--- src/sv/fet_pkg.sv ---
// shared types and constants of the escape-time iterator
// used by the controller, the datapath, the top level and the checker
package fet_pkg;

	localparam int COMP_W   = 32;
	localparam int COUNT_W  = 17;
	localparam int LIMIT_W  = 16;
	localparam int RADIUS_W = 13;
	localparam int CFG_IDX_W = 4;
	localparam int CFG_DATA_W = 32;

	localparam logic [CFG_IDX_W-1:0] CFG_START_RE   = 4'd0;
	localparam logic [CFG_IDX_W-1:0] CFG_START_IM   = 4'd1;
	localparam logic [CFG_IDX_W-1:0] CFG_ITER_LIMIT = 4'd2;
	localparam logic [CFG_IDX_W-1:0] CFG_RADIUS_SQ  = 4'd3;

	localparam logic [LIMIT_W-1:0]  LIMIT_RESET  = 16'd64;
	localparam logic [RADIUS_W-1:0] RADIUS_RESET = 13'd400;

	typedef struct packed {
		logic signed [COMP_W-1:0] point_re;
		logic signed [COMP_W-1:0] point_im;
	} point_t;

	typedef struct packed {
		logic [COUNT_W-1:0] iteration_count;
		logic               escaped;
	} result_t;

	typedef struct packed {
		logic load;
		logic mul;
		logic advance;
		logic finish;
	} cmd_t;

	typedef struct packed {
		logic done;
	} status_t;

endpackage

--- src/sv/fet_ctrl.sv ---
// sequencing state machine of the escape-time iterator
// depends on fet_pkg for command and status types
module fet_ctrl
	import fet_pkg::*;
(
	input  logic    clk,
	input  logic    arst_n,
	input  logic    in_valid,
	output logic    in_ready,
	output logic    out_valid,
	input  logic    out_ready,
	output cmd_t    cmd,
	input  status_t status
);

	localparam logic [1:0] S_IDLE = 2'd0;
	localparam logic [1:0] S_MUL  = 2'd1;
	localparam logic [1:0] S_ADD  = 2'd2;

	logic [1:0] state_q;
	logic [1:0] state_d;
	logic       out_valid_q;
	logic       out_free;

	assign out_free  = !out_valid_q || out_ready;
	assign in_ready  = (state_q == S_IDLE);
	assign out_valid = out_valid_q;

	always_comb begin
		state_d = state_q;
		cmd     = '0;
		case (state_q)
			S_IDLE: begin
				if (in_valid) begin
					cmd.load = 1'b1;
					state_d  = S_MUL;
				end
			end
			S_MUL: begin
				cmd.mul = 1'b1;
				state_d = S_ADD;
			end
			S_ADD: begin
				if (!status.done) begin
					cmd.advance = 1'b1;
					state_d     = S_MUL;
				end else if (out_free) begin
					cmd.finish = 1'b1;
					state_d    = S_IDLE;
				end
			end
			default: begin
				state_d = S_IDLE;
			end
		endcase
	end

	always_ff @(posedge clk or negedge arst_n) begin
		if (!arst_n) begin
			state_q     <= S_IDLE;
			out_valid_q <= 1'b0;
		end else begin
			state_q <= state_d;
			if (cmd.finish) begin
				out_valid_q <= 1'b1;
			end else if (out_ready) begin
				out_valid_q <= 1'b0;
			end
		end
	end

endmodule

--- config.mk ---
export PLATFORM = sky130hd
export DESIGN_NAME = fet_ctrl
export DESIGN_NICKNAME = d
export VERILOG_FILES = /design/src/sv/fet_pkg.sv /design/src/sv/fet_ctrl.sv
export SDC_FILE = /design/constraint.sdc
export NUM_CORES = 1
export LEC_CHECK = 0
export ABC_AREA = 1
export BUFFER_PORTS_ARGS = -buffer_cell sky130_fd_sc_hd__buf_2
export CAP_MARGIN = 20
export CORE_AREA = 2 2 39 41
export DETAILED_ROUTE_END_ITERATION = 7
export DIE_AREA = 0 0 41 43
export GPL_TIMING_DRIVEN = 0
export HOLD_SLACK_MARGIN = 0.03
export PLACE_DENSITY = 0.41
export SLEW_MARGIN = 10
export SYNTH_ARGS = -nofsm -noshare
export SYNTH_HDL_FRONTEND = slang
export SYNTH_SLANG_ARGS = --single-unit
export TNS_END_PERCENT = 10
--- constraint.sdc ---
create_clock -name clk -period 1 [get_ports clk]
set_input_delay 0.2 -clock clk [delete_from_list [all_inputs] [get_ports clk]]
set_output_delay 0.2 -clock clk [all_outputs]
set_load 0.01 [all_outputs]
==> results of run 1 <==
[metal layers]
| metal | up-vias | wire [um] | GRT usage [%] |
|---|---|---|---|
| met1 | 84 | 109 | 4.19 |
| met2 | 2 | 250 | 8.44 |
| li1 | 100 | - | - |
| met4 | 0 | 0 | 8.00 |
| met3 | 0 | 14 | 1.57 |
| met5 | - | 0 | 0 |
[critical path: cells and delay by family (launching register included)]
kind	cells	cell delay [ns]
DFF	1	0.40
buffers and inverters	2	0.22
and+or+nand+nor	2	0.18
[cell type report]
type	instances	area share, %
buffer	1	3.69
clock buffer	4	8.61
inverter	7	8.61
multi-input combinational	13	23.8
sequential	3	24.6
tap	16	6.56
timing repair buffer	12	24.2
[sequential cells by signal (all words and copies together), names as in the netlist]
signal and count:
state_q 2, out_valid 1
[where the power goes]
part	switching, mW	internal (mW)	total (mW)
registers	0.0555	0.179	0.234
logic	0.247	0.245	0.492
clock network	0.0618	0.149	0.211
total	0.365	0.573	0.938
[cells in the mapped netlist]
library cell | instances | area share, %
nand2_1 | 5 | 11
nor2_1 | 4 | 8.9
buf_4 | 1 | 4.4
dfrtp_1 | 3 | 44
o21ai_0 | 1 | 3.0
nand3_1 | 1 | 3.0
o21ai_2 | 1 | 5.2
inv_1 | 7 | 16
nand3b_1 | 1 | 4.4
[stage by stage]
stage	total power [mW]	hold slack [ns]	instances
floorplan	0.463	-0.0956	24
global route	1.03	0.206	56
global placement	0.598	-0.00145	50
detailed placement	0.604	-0.00291	50
CTS	0.925	0.178	56
finish	0.938	0.180	56
[repair_timing]
action	4_1_cts	5_1_grt
setup endpoints to repair	5	5
setup buffers	1	0
pin swaps	0	1
hold buffers	1	0
resized for setup	4	5
hold endpoints to repair	3	0
[cells by family (layout without fill, tap and decap cells)]
group | Yosys count | after routing | share of synthesized area [%]
buffers and inverters | 8 | 24 | 20.0
and+or+nand+nor | 11 | 11 | 27.4
DFF | 3 | 3 | 44.4
AOI/OAI and AO/OA | 2 | 2 | 8.15
[worst paths after layout]
check | startpoint | end | depth (start not counted)
worst min-delay path | out_ready | out_valid | 2
worst max register to register | state_q[1] | state_q[1] | 4
worst min register to register | out_valid | out_valid | 2
worst max-delay path | state_q[0] | cmd[0] | 4
min in group asynchronous | arst_n | state_q[0] | 2
max in group asynchronous | arst_n | state_q[1] | 2
==> run summary, run 1 <==
drt pass-1 iters = 1
CP Data Arrival Time = 1.03 ns
Sequential Area = 75.1 sq um
Sink Count = 3
measured slew at the worst slew-check pin = 0.159 ns
Pins Over Slew Limit = 0
crit-path cells = inv_2 -> nand3_2 -> nor2_1 -> buf_2
unrepaired setup endpoints after global routing = yes
Ys Warns = 0
Vias = 186
Worst-Skew Late Latency = 0.23 ns
CP Capture Type = output port
Reg2Reg Setup Slack = 0.21 ns
largest net degree at the start of global routing = 5
area delta synth->final = 80.7%
core area = 0.00138 sq mm
I/O pins = 11
Pwr Density = 3070 mW/mm^2
CTS tree = yes
Final Hold Fails = 0
initial DRC count = 0
post-synthesis sequential area ratio = 44.4%
peak supply drop = 0.780 mV
TNS Setup = -1.02 ns
All-Layer GR Usage = 5.53%
Worst Path Required = 0.80 ns
Worst path slowest cell = dfrtp_1
Clock Tree Buf Depth = 2
Die Area = 0.00176 sq mm
clock root cell = clkbuf_4
final wirelength = 374 um
fmax = 814 MHz
Crit Path Max Fanout = 3
failing checks = setup timing
Post-DP Area = 239 sq um
pre-CTS WS = 0.00337 ns
Tmin final = 1.23 ns
Final Util = 22.1%
mapped cell area = 169 sq um
gr ovfl total = 0
most frequent cells in the layout = buf_2 (9), inv_1 (4)
Max stage delay on crit path = 0.40 ns
initial core utilization = 12.2%
Clock Skews = 0.000495 ns
layout cells sized above 1 = 57.5%
#FFs+latches synth = 3
Clk pin slew, worst setup/hold paths = 0.04 ns
P_leak = 0.179 nW
status = finished with violations
vias per cell = 3.32
FP Rows = 14
Multi-input gate area = 72.6 sq um
fill count = 171
final instance area = 305 sq um
Die H = 43 um
chip width = 41 um
H-tree depth = 1
most common cell after layout, fill and taps aside = buf_2
vias in the first global route = 197
syn nets = 29
Max-slew headroom = 89.4%
Tcrit/Tclk final = 123%
CP Class = reg2out
placed wire-length estimate = 307 um
ant diodes = 0
remaining antenna violation count = 0
Remaining DRCs = 0
antenna violations before repair = 0
syn avg cell area = 7.04 sq um
drt wl/cell = 6.68 um
HP Class = in2reg
critical path launch point type = flip-flop
max-cap viol count = 0
unique cell type count in the Yosys netlist = 9
port bufs = 10
Setup violations, final = 5
Syn Inst Count = 24
setup ws final = -0.229 ns
global placer's final weighted congestion = 0.622
Num CTS Buffers = 3
nets@finish = 46
first-pass GRT wire length = 600 um
Note: power is estimated with default switching activity, not from simulation.
==> run 2, diff against run 1 <==
Settings changed: BUFFER_PORTS_ARGS -buffer_cell sky130_fd_sc_hd__buf_2 to -buffer_cell sky130_fd_sc_hd__buf_4, CORE_AREA 2 2 39 41 to 5 5 42 44, DIE_AREA 0 0 41 43 to 0 0 47 49, RECOVER_POWER set to 50.
==> run 2 against run 1 <==
Compared with the run above: the flow still finishes with violations (setup timing); die area is 31% higher; utilization grew 1.9 points; critical path depth stayed put; first-iteration DRC count stayed put; non-clock buffer count rose by 1; cell count increased by 1.8%; global-route usage is 1.2 points lower; clock-buffer cell count unchanged; clock skew hardly changed; critical endpoint unchanged; largest cell class unchanged.
==> run summary, run 2 (same netlist as run 1, synthesis figures left out) <==
CP Data Arrival Time = 1.01 ns
Register-to-Register Path Depth = 4
H-tree depth = 1
measured slew at the worst slew-check pin = 0.157 ns
failing checks = setup timing
TNS Setup = -0.960 ns
Tmin final = 1.21 ns
CP Launch Point = state_q[0]
Pins Over Slew Limit = 0
Vias = 185
most frequent cells in the layout = buf_4 (9), inv_1 (4)
Clk pin slew, worst setup/hold paths = 0.04 ns
All-Layer GR Usage = 4.38%
Final Hold Fails = 0
drt wl/cell = 7.37 um
Worst Path Required = 0.80 ns
Num CTS Buffers = 3
Worst-Skew Late Latency = 0.23 ns
combinational power share = 56.1%
Clock Power Share = 20.9%
drt pass-1 iters = 1
Max-slew headroom = 89.6%
fill count = 173
clock root cell = clkbuf_4
max-cap viol count = 0
part of the power in registers = 23.1%
Psw = 0.379 mW
crit-path cells = inv_2 -> nand3_2 -> nor2_1 -> buf_4
initial core utilization = 12.1%
setup ws final = -0.208 ns
Max stage delay on crit path = 0.40 ns
Crit path buffers/inverters = 2
unrepaired setup endpoints after global routing = yes
Top delay family on crit path = flip-flops
chip width = 47 um
FP Rows = 14
final wirelength = 420 um
placed wire-length estimate = 351 um
Remaining DRCs = 0
hold path startpoint = out_ready
P_leak = 0.186 nW
r2r startpoint = state_q[0]
global placer's final weighted congestion = 0.574
Sequential Area = 75.1 sq um
ant diodes = 0
status = finished with violations
Die H = 49 um
CP Class = reg2out
Sink Count = 3
CP Capture Type = output port
critical path launch point type = flip-flop
vias per cell = 3.25
vias in the first global route = 190
worst hold path depth = 2
CTS tree = yes
Multi-input gate area = 72.6 sq um
Clock Tree Buf Depth = 2
nets@finish = 47
core area = 0.00140 sq mm
CP Depth = 4
max reg flops = 2
Setup violations, final = 5
gr ovfl total = 0
Final Util = 23.9%
initial DRC count = 0
remaining antenna violation count = 0
layout cells sized above 1 = 56.1%
switching share of power = 37.4%
peak supply drop = 0.818 mV
internal power = 0.634 mW
Crit Path Max Fanout = 3
fmax = 828 MHz
port bufs = 10
Tcrit/Tclk final = 121%
most common cell after layout, fill and taps aside = buf_4
HP Class = in2reg
Clock Skews = 0.0000837 ns
Die Area = 0.00230 sq mm
largest net degree at the start of global routing = 5
area delta synth->final = 98.5%
first-pass GRT wire length = 696 um
worst hold slack = 0.176 ns
antenna violations before repair = 0
Pwr Density = 3020 mW/mm^2
largest register by flop count = state_q
I/O pins = 11
Worst path slowest cell = dfrtp_1
[run 2: final timing paths]
path | to | slack, ns
worst max-delay path | cmd[0] | -0.21
worst min-delay path | out_valid | 0.18
worst max register to register | state_q[0] | 0.15
worst min register to register | out_valid | 0.55
max in group asynchronous | state_q[0] | 0.54
min in group asynchronous | out_valid | 0.31
[run 2: repair_timing]
item                                    4_1_cts  5_1_grt
resized for setup                             8        2
endpoints found under the setup margin        5        5
setup buffers                                 1        1
endpoints found under the hold margin         3        0
hold buffers                                  1        0
pin swaps                                     1        1
[run 2: final cells by class]
| class | count | share of cell area (%) |
|---|---|---|
| inverters | 7 | 7.84 |
| multi-input cells | 13 | 21.6 |
| clock buffers | 4 | 7.84 |
| plain buffers | 1 | 3.36 |
| flip-flops and latches | 3 | 22.4 |
| well taps | 16 | 5.97 |
| repair buffers | 13 | 31.0 |
[run 2: metal layers]
metal / global-route usage [%] / up-vias / wire (um)
met5: 0 / - / 0
li1: - / 102 / -
met3: 2.21 / 0 / 21
met2: 7.24 / 2 / 259
met1: 3.32 / 81 / 139
met4: 4.15 / 0 / 0
[run 2: stage by stage]
| stage | instances | worst slack [ns] | cell area (sq um) | power [mW] |
|---|---|---|---|---|
| 6_report | 57 | -0.208 | 335 | 1.01 |
| 5_1_grt | 57 | -0.284 | 335 | 1.10 |
| 4_1_cts | 56 | -0.241 | 325 | 1.01 |
| 3_5_place_dp | 50 | 0.00228 | 264 | 0.672 |
| 3_3_place_gp | 50 | 0.00744 | 264 | 0.669 |
| 2_1_floorplan | 24 | 0.0968 | 169 | 0.463 |
[run 2: power groups by stage]
| stage | combinational, mW | sequential, mW | clock [mW] |
|---|---|---|---|
| after CTS | 0.555 | 0.234 | 0.222 |
| after floorplan | 0.240 | 0.223 | 0 |
| after detailed placement | 0.450 | 0.222 | 0 |
| final | 0.568 | 0.234 | 0.212 |
| after global routing | 0.620 | 0.243 | 0.241 |
| after global placement | 0.448 | 0.221 | 0 |
